[config.mk]
export PLATFORM = sky130hd
export DESIGN_NAME = text_cell_rasterizer
export DESIGN_NICKNAME = d
export VERILOG_FILES = /design/src/hw/rtl/tcr_pkg.sv /design/src/hw/rtl/text_cell_rasterizer.sv
export SDC_FILE = /design/constraint.sdc
export NUM_CORES = 1
export LEC_CHECK = 0
export BUFFER_PORTS_ARGS = -buffer_cell sky130_fd_sc_hd__buf_2
export CAP_MARGIN = 20
export CORE_MARGIN = 4
export CORE_UTILIZATION = 60
export CTS_CLUSTER_DIAMETER = 200
export DETAILED_ROUTE_END_ITERATION = 6
export PLACE_DENSITY_LB_ADDON = 0.12
export SYNTH_ARGS = -nofsm -noshare
export SYNTH_HDL_FRONTEND = slang
export SYNTH_SLANG_ARGS = --single-unit
[constraint.sdc]
create_clock -name clk -period 10.86 [get_ports clk]
set_clock_uncertainty 0.2 [all_clocks]
set_input_delay 0.543 -clock clk [delete_from_list [all_inputs] [get_ports clk]]
set_output_delay 0.543 -clock clk [all_outputs]
set_load 0.01 [all_outputs]
[src/hw/rtl/tcr_pkg.sv]
package tcr_pkg;

    localparam int GLYPH_COLUMNS_DEF = 5;
    localparam int FONT_BYTES = 5;
    localparam int CELL_ROWS = 8;
    localparam int COORD_MAX = 32767;

    localparam logic [7:0] CH_NEWLINE = 8'd10;
    localparam logic [7:0] CH_RETURN = 8'd13;

    // Configuration register indexes.
    typedef enum logic [2:0] {
        REG_TEXT_SIZE    = 3'd0,
        REG_TEXT_COLOR   = 3'd1,
        REG_BACK_COLOR   = 3'd2,
        REG_WRAP_ENABLE  = 3'd3,
        REG_PANEL_WIDTH  = 3'd4,
        REG_PANEL_HEIGHT = 3'd5
    } reg_idx_t;

    // Datapath action selected by a control word.
    typedef enum logic [2:0] {
        OP_NONE,
        OP_ACCEPT,
        OP_WRAP,
        OP_SETUP,
        OP_SCAN,
        OP_BACK,
        OP_FINISH,
        OP_NEWLINE
    } op_t;

    // Jump condition of a control word.
    typedef enum logic [2:0] {
        CC_NEXT,
        CC_ALWAYS,
        CC_NO_INPUT,
        CC_NEWLINE,
        CC_RETURN,
        CC_DROP,
        CC_SCAN_MORE
    } cond_t;

    typedef logic [3:0] step_t;

    localparam step_t ST_IDLE    = 4'd0;
    localparam step_t ST_TEST_NL = 4'd1;
    localparam step_t ST_TEST_CR = 4'd2;
    localparam step_t ST_WRAP    = 4'd3;
    localparam step_t ST_SETUP   = 4'd4;
    localparam step_t ST_SCAN    = 4'd5;
    localparam step_t ST_BACK    = 4'd6;
    localparam step_t ST_FINISH  = 4'd7;
    localparam step_t ST_NEWLINE = 4'd8;

    typedef struct packed {
        op_t   op;
        cond_t cond;
        step_t target;
    } ctrl_word_t;

    // One result word as it leaves the block.
    typedef struct packed {
        logic        block_valid;
        logic [14:0] block_x;
        logic [14:0] block_y;
        logic [7:0]  block_w;
        logic [10:0] block_h;
        logic [15:0] block_color;
        logic        wrapped;
        logic        clipped;
        logic        last;
    } result_t;

    // Microprogram.
    function automatic ctrl_word_t ucode(input step_t step);
        ctrl_word_t w;
        unique case (step)
            ST_IDLE:    w = '{op: OP_ACCEPT,  cond: CC_NO_INPUT,  target: ST_IDLE};
            ST_TEST_NL: w = '{op: OP_NONE,    cond: CC_NEWLINE,   target: ST_NEWLINE};
            ST_TEST_CR: w = '{op: OP_NONE,    cond: CC_RETURN,    target: ST_FINISH};
            ST_WRAP:    w = '{op: OP_WRAP,    cond: CC_NEXT,      target: ST_IDLE};
            ST_SETUP:   w = '{op: OP_SETUP,   cond: CC_DROP,      target: ST_FINISH};
            ST_SCAN:    w = '{op: OP_SCAN,    cond: CC_SCAN_MORE, target: ST_SCAN};
            ST_BACK:    w = '{op: OP_BACK,    cond: CC_NEXT,      target: ST_IDLE};
            ST_FINISH:  w = '{op: OP_FINISH,  cond: CC_ALWAYS,    target: ST_IDLE};
            ST_NEWLINE: w = '{op: OP_NEWLINE, cond: CC_ALWAYS,    target: ST_FINISH};
            default:    w = '{op: OP_NONE,    cond: CC_ALWAYS,    target: ST_IDLE};
        endcase
        return w;
    endfunction

endpackage

[src/hw/rtl/text_cell_rasterizer.sv]
// A drawn character passes through the test, wrap, setup, scan, back and finish steps;
// the scan and back steps can wait on a stalled output, and so can the finish step.
// Newline passes through the newline step to finish; carriage return and a dropped cell jump to finish.
// Characters are taken one at a time; the next is taken in the idle step that follows the
// loading of the last result word. The scan step visits one glyph bit per cycle unless a stalled output holds it.
// Reset (rst_n low, asynchronous) puts the cursor at 0,0 and the registers at their defaults.
module text_cell_rasterizer #(
    parameter int GLYPH_COLUMNS = tcr_pkg::GLYPH_COLUMNS_DEF
) (
    input  logic        clk,
    input  logic        rst_n,

    // Character input channel.
    input  logic        in_valid,
    output logic        in_stall,
    input  logic [7:0]  char_code,
    input  logic [39:0] glyph_columns,

    // Fill block output channel.
    output logic        out_valid,
    input  logic        out_stall,
    output logic        block_valid,
    output logic [14:0] block_x,
    output logic [14:0] block_y,
    output logic [7:0]  block_w,
    output logic [10:0] block_h,
    output logic [15:0] block_color,
    output logic        wrapped,
    output logic        clipped,
    output logic        last,

    // Configuration write channel.
    input  logic        cfg_valid,
    output logic        cfg_ready,
    input  logic [2:0]  cfg_index,
    input  logic [15:0] cfg_data
);

    // The cell is the glyph columns plus one background column.
    localparam int CELL_COLS = GLYPH_COLUMNS + 1;
    localparam int IW = $clog2(GLYPH_COLUMNS);
    localparam int BW = IW + 3;

    // Configuration registers.
    logic [7:0]  text_size_reg;
    logic [15:0] text_color_reg;
    logic [15:0] back_color_reg;
    logic        wrap_en_reg;
    logic [10:0] panel_w_reg;
    logic [10:0] panel_h_reg;

    // Cursor and sequencer control state.
    logic [14:0]          cursor_col_reg, cursor_col_next;
    logic [14:0]          cursor_row_reg, cursor_row_next;
    tcr_pkg::step_t       step_reg, step_next;
    logic                 wrap_flag_reg, wrap_flag_next;
    logic                 clip_flag_reg, clip_flag_next;
    logic                 pend_valid_reg, pend_valid_next;
    logic                 out_valid_reg, out_valid_next;
    logic [IW-1:0]        col_idx_reg, col_idx_next;
    logic [2:0]           row_idx_reg, row_idx_next;

    // Datapath payload registers.
    logic [7:0]           char_reg;
    logic [39:0]          glyph_reg;
    logic [14:0]          base_y_reg;
    logic [14:0]          cx_reg, cx_next;
    logic [14:0]          cy_reg, cy_next;
    tcr_pkg::result_t     pend_reg, pend_next;
    tcr_pkg::result_t     out_reg, out_next;

    tcr_pkg::ctrl_word_t  cw;
    logic                 cond_true;
    logic                 hold;
    logic                 out_free;

    logic [7:0]           scale;
    logic [11:0]          cell_w;
    logic [10:0]          cell_h;
    logic                 transparent;
    logic [15:0]          col_sum;
    logic [15:0]          row_sum;
    logic [14:0]          col_sat;
    logic [14:0]          row_sat;
    logic                 wrap_hit;
    logic                 drop;
    logic                 cut;
    logic                 col_fits;
    logic                 row_fits;
    logic [BW-1:0]        bit_idx;
    logic                 glyph_bit;
    logic                 scan_last;
    logic                 cand;
    tcr_pkg::result_t     cand_res;
    logic [10:0]          room_h;
    logic [10:0]          back_h;

    assign cfg_ready = 1'b1;
    assign in_stall  = (step_reg != tcr_pkg::ST_IDLE);
    assign out_free  = !out_valid_reg || !out_stall;

    // Cell geometry. A scale of zero behaves as one.
    always_comb
    begin
        scale       = (text_size_reg == 8'd0) ? 8'd1 : text_size_reg;
        cell_w      = 12'(scale * CELL_COLS);
        cell_h      = {scale, 3'b000};
        transparent = (text_color_reg == back_color_reg);

        col_sum  = {1'b0, cursor_col_reg} + 16'(cell_w);
        row_sum  = {1'b0, cursor_row_reg} + 16'(cell_h);
        col_sat  = (col_sum > 16'(tcr_pkg::COORD_MAX)) ? 15'(tcr_pkg::COORD_MAX)
                                                       : col_sum[14:0];
        row_sat  = (row_sum > 16'(tcr_pkg::COORD_MAX)) ? 15'(tcr_pkg::COORD_MAX)
                                                       : row_sum[14:0];
        wrap_hit = wrap_en_reg && (col_sum > 16'(panel_w_reg));
        drop     = (cursor_col_reg >= 15'(panel_w_reg)) || (cursor_row_reg >= 15'(panel_h_reg));
        cut      = (col_sum > 16'(panel_w_reg)) || (row_sum > 16'(panel_h_reg));

        // One glyph cell (or the background column) per cycle, unless a stalled output holds it.
        col_fits  = ({1'b0, cx_reg} + 16'(scale)) <= 16'(panel_w_reg);
        row_fits  = ({1'b0, cy_reg} + 16'(scale)) <= 16'(panel_h_reg);
        bit_idx   = {col_idx_reg, row_idx_reg};
        glyph_bit = (col_idx_reg < IW'(tcr_pkg::FONT_BYTES)) ? glyph_reg[bit_idx] : 1'b0;
        scan_last = (col_idx_reg == IW'(GLYPH_COLUMNS - 1)) && (row_idx_reg == 3'd7);

        // The cell is not dropped here, so the base row is below the panel height.
        room_h = panel_h_reg - base_y_reg[10:0];
        back_h = (room_h > cell_h) ? cell_h : room_h;

        cand_res.block_valid = 1'b1;
        cand_res.block_x     = cx_reg;
        cand_res.block_w     = scale;
        cand_res.wrapped     = wrap_flag_reg;
        cand_res.clipped     = clip_flag_reg;
        cand_res.last        = 1'b0;
        if (step_reg == tcr_pkg::ST_BACK)
        begin
            cand_res.block_y     = base_y_reg;
            cand_res.block_h     = back_h;
            cand_res.block_color = back_color_reg;
        end
        else
        begin
            cand_res.block_y     = cy_reg;
            cand_res.block_h     = 11'(scale);
            cand_res.block_color = glyph_bit ? text_color_reg : back_color_reg;
        end
    end

    // Sequencer: fetch the control word, decide hold and jump.
    always_comb
    begin
        cw = tcr_pkg::ucode(step_reg);

        unique case (cw.op)
            tcr_pkg::OP_SCAN: cand = col_fits && row_fits && (glyph_bit || !transparent);
            tcr_pkg::OP_BACK: cand = !transparent && col_fits;
            default:          cand = 1'b0;
        endcase

        // A new block can only replace the pending one if the previous word can move on.
        unique case (cw.op) inside
            tcr_pkg::OP_SCAN,
            tcr_pkg::OP_BACK:   hold = cand && pend_valid_reg && !out_free;
            tcr_pkg::OP_FINISH: hold = !out_free;
            default:            hold = 1'b0;
        endcase

        unique case (cw.cond)
            tcr_pkg::CC_NEXT:      cond_true = 1'b0;
            tcr_pkg::CC_ALWAYS:    cond_true = 1'b1;
            tcr_pkg::CC_NO_INPUT:  cond_true = !in_valid;
            tcr_pkg::CC_NEWLINE:   cond_true = (char_reg == tcr_pkg::CH_NEWLINE);
            tcr_pkg::CC_RETURN:    cond_true = (char_reg == tcr_pkg::CH_RETURN);
            tcr_pkg::CC_DROP:      cond_true = drop;
            tcr_pkg::CC_SCAN_MORE: cond_true = !scan_last;
            default:               cond_true = 1'b0;
        endcase

        if (hold)
            step_next = step_reg;
        else if (cond_true)
            step_next = cw.target;
        else
            step_next = step_reg + 4'd1;
    end

    // Datapath actions.
    always_comb
    begin
        cursor_col_next = cursor_col_reg;
        cursor_row_next = cursor_row_reg;
        wrap_flag_next  = wrap_flag_reg;
        clip_flag_next  = clip_flag_reg;
        pend_valid_next = pend_valid_reg;
        pend_next       = pend_reg;
        col_idx_next    = col_idx_reg;
        row_idx_next    = row_idx_reg;
        cx_next         = cx_reg;
        cy_next         = cy_reg;
        out_valid_next  = out_valid_reg && out_stall;
        out_next        = out_reg;

        unique case (cw.op) inside
            tcr_pkg::OP_ACCEPT:
            begin
                wrap_flag_next  = 1'b0;
                clip_flag_next  = 1'b0;
                pend_valid_next = 1'b0;
            end
            tcr_pkg::OP_WRAP:
            begin
                if (wrap_hit)
                begin
                    cursor_col_next = '0;
                    cursor_row_next = row_sat;
                    wrap_flag_next  = 1'b1;
                end
            end
            tcr_pkg::OP_SETUP:
            begin
                clip_flag_next  = drop || cut;
                cursor_col_next = col_sat;
                cx_next         = cursor_col_reg;
                cy_next         = cursor_row_reg;
                col_idx_next    = '0;
                row_idx_next    = '0;
            end
            tcr_pkg::OP_SCAN,
            tcr_pkg::OP_BACK:
            begin
                if (!hold)
                begin
                    if (cand)
                    begin
                        if (pend_valid_reg)
                        begin
                            out_valid_next = 1'b1;
                            out_next       = pend_reg;
                        end
                        pend_valid_next = 1'b1;
                        pend_next       = cand_res;
                    end
                    if (cw.op == tcr_pkg::OP_SCAN)
                    begin
                        if (row_idx_reg == 3'd7)
                        begin
                            row_idx_next = '0;
                            col_idx_next = col_idx_reg + IW'(1);
                            cy_next      = base_y_reg;
                            cx_next      = cx_reg + 15'(scale);
                        end
                        else
                        begin
                            row_idx_next = row_idx_reg + 3'd1;
                            cy_next      = cy_reg + 15'(scale);
                        end
                    end
                end
            end
            tcr_pkg::OP_FINISH:
            begin
                if (!hold)
                begin
                    out_valid_next = 1'b1;
                    if (pend_valid_reg)
                    begin
                        out_next      = pend_reg;
                        out_next.last = 1'b1;
                    end
                    else
                    begin
                        out_next         = '0;
                        out_next.wrapped = wrap_flag_reg;
                        out_next.clipped = clip_flag_reg;
                        out_next.last    = 1'b1;
                    end
                    pend_valid_next = 1'b0;
                end
            end
            tcr_pkg::OP_NEWLINE:
            begin
                cursor_col_next = '0;
                cursor_row_next = row_sat;
            end
            default:
            begin
            end
        endcase
    end

    // Control state and configuration.
    always_ff @(posedge clk or negedge rst_n)
    begin
        if (!rst_n)
        begin
            step_reg       <= tcr_pkg::ST_IDLE;
            cursor_col_reg <= '0;
            cursor_row_reg <= '0;
            wrap_flag_reg  <= 1'b0;
            clip_flag_reg  <= 1'b0;
            pend_valid_reg <= 1'b0;
            out_valid_reg  <= 1'b0;
            col_idx_reg    <= '0;
            row_idx_reg    <= '0;
            text_size_reg  <= 8'd1;
            text_color_reg <= 16'hFFFF;
            back_color_reg <= 16'hFFFF;
            wrap_en_reg    <= 1'b1;
            panel_w_reg    <= 11'd368;
            panel_h_reg    <= 11'd448;
        end
        else
        begin
            step_reg       <= step_next;
            cursor_col_reg <= cursor_col_next;
            cursor_row_reg <= cursor_row_next;
            wrap_flag_reg  <= wrap_flag_next;
            clip_flag_reg  <= clip_flag_next;
            pend_valid_reg <= pend_valid_next;
            out_valid_reg  <= out_valid_next;
            col_idx_reg    <= col_idx_next;
            row_idx_reg    <= row_idx_next;
            if (cfg_valid && cfg_ready)
            begin
                unique case (cfg_index)
                    tcr_pkg::REG_TEXT_SIZE:    text_size_reg  <= cfg_data[7:0];
                    tcr_pkg::REG_TEXT_COLOR:   text_color_reg <= cfg_data;
                    tcr_pkg::REG_BACK_COLOR:   back_color_reg <= cfg_data;
                    tcr_pkg::REG_WRAP_ENABLE:  wrap_en_reg    <= cfg_data[0];
                    tcr_pkg::REG_PANEL_WIDTH:  panel_w_reg    <= cfg_data[10:0];
                    tcr_pkg::REG_PANEL_HEIGHT: panel_h_reg    <= cfg_data[10:0];
                    default:
                    begin
                    end
                endcase
            end
        end
    end

    // Payload registers.
    always_ff @(posedge clk)
    begin
        if (cw.op == tcr_pkg::OP_ACCEPT && in_valid)
        begin
            char_reg  <= char_code;
            glyph_reg <= glyph_columns;
        end
        if (cw.op == tcr_pkg::OP_SETUP)
            base_y_reg <= cursor_row_reg;
        cx_reg   <= cx_next;
        cy_reg   <= cy_next;
        pend_reg <= pend_next;
        out_reg  <= out_next;
    end

    assign out_valid   = out_valid_reg;
    assign block_valid = out_reg.block_valid;
    assign block_x     = out_reg.block_x;
    assign block_y     = out_reg.block_y;
    assign block_w     = out_reg.block_w;
    assign block_h     = out_reg.block_h;
    assign block_color = out_reg.block_color;
    assign wrapped     = out_reg.wrapped;
    assign clipped     = out_reg.clipped;
    assign last        = out_reg.last;

    // The finish step always drains the pending block before a new character comes in.
    a_idle_no_pending: assert property (@(posedge clk) disable iff (!rst_n)
        (step_reg == tcr_pkg::ST_IDLE) |-> !pend_valid_reg)
        else $error("pending block left over in idle");

    // An empty result word is always the only, and so the last, word of its character.
    a_empty_is_last: assert property (@(posedge clk) disable iff (!rst_n)
        (out_valid_reg && !out_reg.block_valid) |-> out_reg.last)
        else $error("empty result word without last");

    // A drawn block never has zero size.
    a_block_size: assert property (@(posedge clk) disable iff (!rst_n)
        (out_valid_reg && out_reg.block_valid) |->
        (out_reg.block_w != 8'd0 && out_reg.block_h != 11'd0))
        else $error("zero sized block");

    // Finishing with room at the output returns the sequencer to idle.
    a_finish_to_idle: assert property (@(posedge clk) disable iff (!rst_n)
        (step_reg == tcr_pkg::ST_FINISH && out_free) |=> (step_reg == tcr_pkg::ST_IDLE))
        else $error("finish step did not return to idle");

endmodule

==> flow_metrics.py <==
metrics = {
    "detailed_routing": {
        "ant_nets": 0,
        "dr.pass1.iters": 5,
        "wl_per_cell_um": 20.9,
        "route.detailed.drc": 0,
        "drt-initial-drc-count": 1174,
        "wl_um": 44700,
        "vias_per_cell": 5.91,
        "via_count": 12663,
    },
    "cells_and_area": {
        "area_delta_synth_final_pct": 16.0,
        "nNetsFinal": 1939,
        "fillers": 2033,
        "diodes": 0,
        "drive_gt1_share_pct": 19.8,
        "largest_register_ffs": 67,
    },
    "power": {
        "pwr-share-clk_pct": 19.5,
        "peakVddDrop_mv": 0.273,
        "p_int_mw": 3.86,
        "power_frac_seq_pct": 33.0,
        "combPwrFrac_pct": 47.5,
        "power_density_mw_per_mm2": 314,
        "p_switching_mw": 2.62,
        "swShare_pct": 40.4,
        "total_leakage_power_nw": 8.53,
    },
    "clock_tree": {
        "clock_sinks": 332,
        "cts_resized": 0,
        "cts_setup_buffers": 0,
        "cts_tree": "yes",
        "cts_max_level": 2,
        "clk_latency_ps": 520,
        "cts_buffer_depth": 3,
        "cts-root-buf": "clkbuf_16",
        "cts.clk_slew.worst_paths_ps": 60,
        "hold_buffers": 45,
        "cts_buffers": 36,
    },
    "yosys": {
        "synth_edf_count": 227,
        "syn_avg_cell_area_um2": 11.5,
        "synth_xor_area_share_pct": 3.69,
        "synthSimpleGateAreaFrac_pct": 13.2,
        "ys.flop_type": "edfxtp_1",
        "netlist.area_leader.share_pct": 38.3,
        "muxShareOfSynthArea_pct": 6.52,
        "async_flop_share_pct": 31.6,
        "synth_area_mm2": 0.0178,
        "synth_cells": 1548,
        "synth_area_leaders": "edfxtp_1 38%, ha_1 9.2%, dfrtp_1 9.0%",
        "synth_fa_ha_area_share_pct": 9.77,
        "synth_nets": 1756,
        "yosysSeqAreaShare_pct": 53.3,
        "synth_compound_area_share_pct": 10.6,
        "yosysTopAreaCell": "edfxtp_1",
        "yosys_warnings": 0,
        "ys_seq_elements": 332,
        "synth.distinct_cells": 74,
        "synth_top_family_by_area": "simple AND/OR/NAND/NOR gates",
    },
    "setup_path": {
        "path_delay_family": "simple AND/OR/NAND/NOR gates",
        "critPathLaunch": "text_size_reg[6]$_DFFE_PN0P_",
        "crit_buf_inv": 3,
        "crit_slowest_cell": "nor2_4",
        "critPathArrivalTime_ps": 7020,
        "start_kind": "flip-flop",
        "path_max_fanout": 40,
        "required_ps": 10810,
        "path_common_cell": "ha_1",
        "critPathMaxStageDelay_ps": 760,
        "crit_chain": "inv_1 -> ha_1 -> nand3_1 -> nand2b_1 -> nand2b_1 -> ha_1 -> inv_1 -> fa_1 -> nor2b_1 -> o21bai_1 -> a32oi_1 -> xor2_1 -> ha_1 -> nand4_1 -> nor2_1 -> o21ai_0 -> a311o_1 -> and4_1 -> nand3_4 -> nand2_1 -> nor2_4 -> buf_4",
        "reg2reg_from": "text_size_reg[6]$_DFFE_PN0P_",
        "crit_type": "flip-flop to flip-flop",
        "end_kind": "flip-flop",
    },
    "timing": {
        "setup_viol": 0,
        "period_needed_ps": 7070,
        "holdWs_ps": 16.8,
        "clock.fmax_ghz": 0.141,
        "post-route-period-util_pct": 65.1,
        "rsz0062_at_grt": "false",
        "maxSlewViolCount": 0,
        "final_hold_viol_count": 0,
        "relSlewSlack_pct": 27.2,
        "worst_slew_pin_slew_ps": 1090,
        "tns_ps": 0,
    },
    "worst_hold_path": {
        "worstHoldStart": "glyph_columns[20]",
        "hp-class": "primary input to flip-flop",
    },
    "job": {
        "drv_cap": 0,
    },
    "run_status": {
        "status": "finished, final reports clean",
    },
    "floorplan": {
        "core_mm2": 0.0290,
        "chipHeight_um": 180,
        "io_pins": 144,
        "rows": 62,
        "dieArea_mm2": 0.0325,
        "initial_core_util_pct": 61.4,
        "fp.dieW_um": 180,
    },
    "placed_design": {
        "portBuffers": 142,
        "gp_routability_congestion": 0.994,
        "dp_hpwl_um": 31300,
    },
    "global_route": {
        "antenna_found_initial": 0,
        "grt_overflow": 0,
        "grt_util_all_layers_pct": 27.0,
        "grt_pass1_wl_um": 70000,
        "grt_max_degree": 57,
        "grt_pass1_vias": 12470,
    },
}
==> cell usage after synthesis (7+ instances only) <==
cell type / instances
ha_1: 131
clkbuf_1: 49
o211ai_1: 7
o21bai_1: 10
nand4_1: 16
dfstp_2: 41
dfrtp_1: 64
a21o_1: 27
a31oi_1: 10
xnor2_1: 40
nor4_1: 15
and3_1: 14
nand3_1: 30
nand2b_1: 16
mux2_2: 73
mux2i_1: 27
edfxtp_1: 227
o21a_1: 15
inv_1: 73
o2bb2ai_1: 11
nor2b_1: 86
nand2_1: 168
a21oi_1: 67
nor2_1: 72
nor3_1: 13
xor2_1: 35
o21ai_0: 90
==> final cells by class <==
type	count	area (µm²)	share of cell area (%)
clock buffers	51	1040	5.03
clock inverters	15	190	0.921
inverters	74	278	1.34
multi-input cells	1083	7870	38.1
flip-flops and latches	332	9500	46.0
well taps	384	480	2.33
repair buffers	204	1310	6.34
==> routing by layer <==
metal / track usage, % / wire, µm
met2: 43.0 / 20600
met5: 0 / 0
met3: 5.23 / 3200
met1: 38.2 / 19600
met4: 7.74 / 1340
==> cell usage in the layout, fill, tap and decap left out, types with 40 or more instances in the layout <==
master / n
a21oi_1: 66
buf_2: 141
dfrtp_1: 64
dfstp_2: 41
dlygate4sd3_1: 47
edfxtp_1: 227
ha_1: 131
inv_1: 73
mux2_2: 73
nand2_1: 168
nor2_1: 71
nor2b_1: 86
o21ai_0: 90
xnor2_1: 40
==> cells by family (layout without fill, tap and decap cells) <==
logic type | after synthesis | after routing
xor+xnor | 75 | 75
fa+ha+maj | 136 | 136
simple gates | 469 | 469
other cells | 1 | 1
flops | 332 | 332
compound gates | 298 | 298
mux | 104 | 104
buf+inv | 133 | 344
==> path summary, 6_finish.rpt <==
path	slack [ps]	endpoint	cells after the start
min	20	glyph_reg[20]$_DFFE_PP_	1
min in group asynchronous	450	step_reg[0]$_DFFE_PN0N_	2
max reg2reg	3790	pend_reg[33]$_DFFE_PP_	22
min reg2reg	260	pend_reg[60]$_DFFE_PP_	0
max in group asynchronous	8850	panel_w_reg[1]$_DFFE_PN0P_	3
max	3790	pend_reg[33]$_DFFE_PP_	22
==> metrics by stage <==
stage | util (%) | setup WS, ps | cells | power [mW] | area [µm²]
5_1_grt | 71.2 | 3320 | 2143 | 6.95 | 20700
4_1_cts | 71.1 | 3890 | 2141 | 6.45 | 20600
2_1_floorplan | - | 2640 | 1548 | 4.30 | 17800
3_5_place_dp | 65.3 | 3910 | 2030 | 5.16 | 19000
3_3_place_gp | 65.3 | 3770 | 2029 | 5.09 | 18900
6_report | 71.2 | 3790 | 2143 | 6.48 | 20700
==> power groups by stage <==
stage	Combinational, mW	Sequential, mW	Clock, mW
2_1_floorplan	2.22	2.08	0
3_3_place_gp	2.94	2.15	0
3_5_place_dp	3.01	2.15	0
4_1_cts	3.05	2.13	1.28
5_1_grt	3.44	2.18	1.34
6_report	3.08	2.14	1.26
Power figures use the tool's default switching activity.
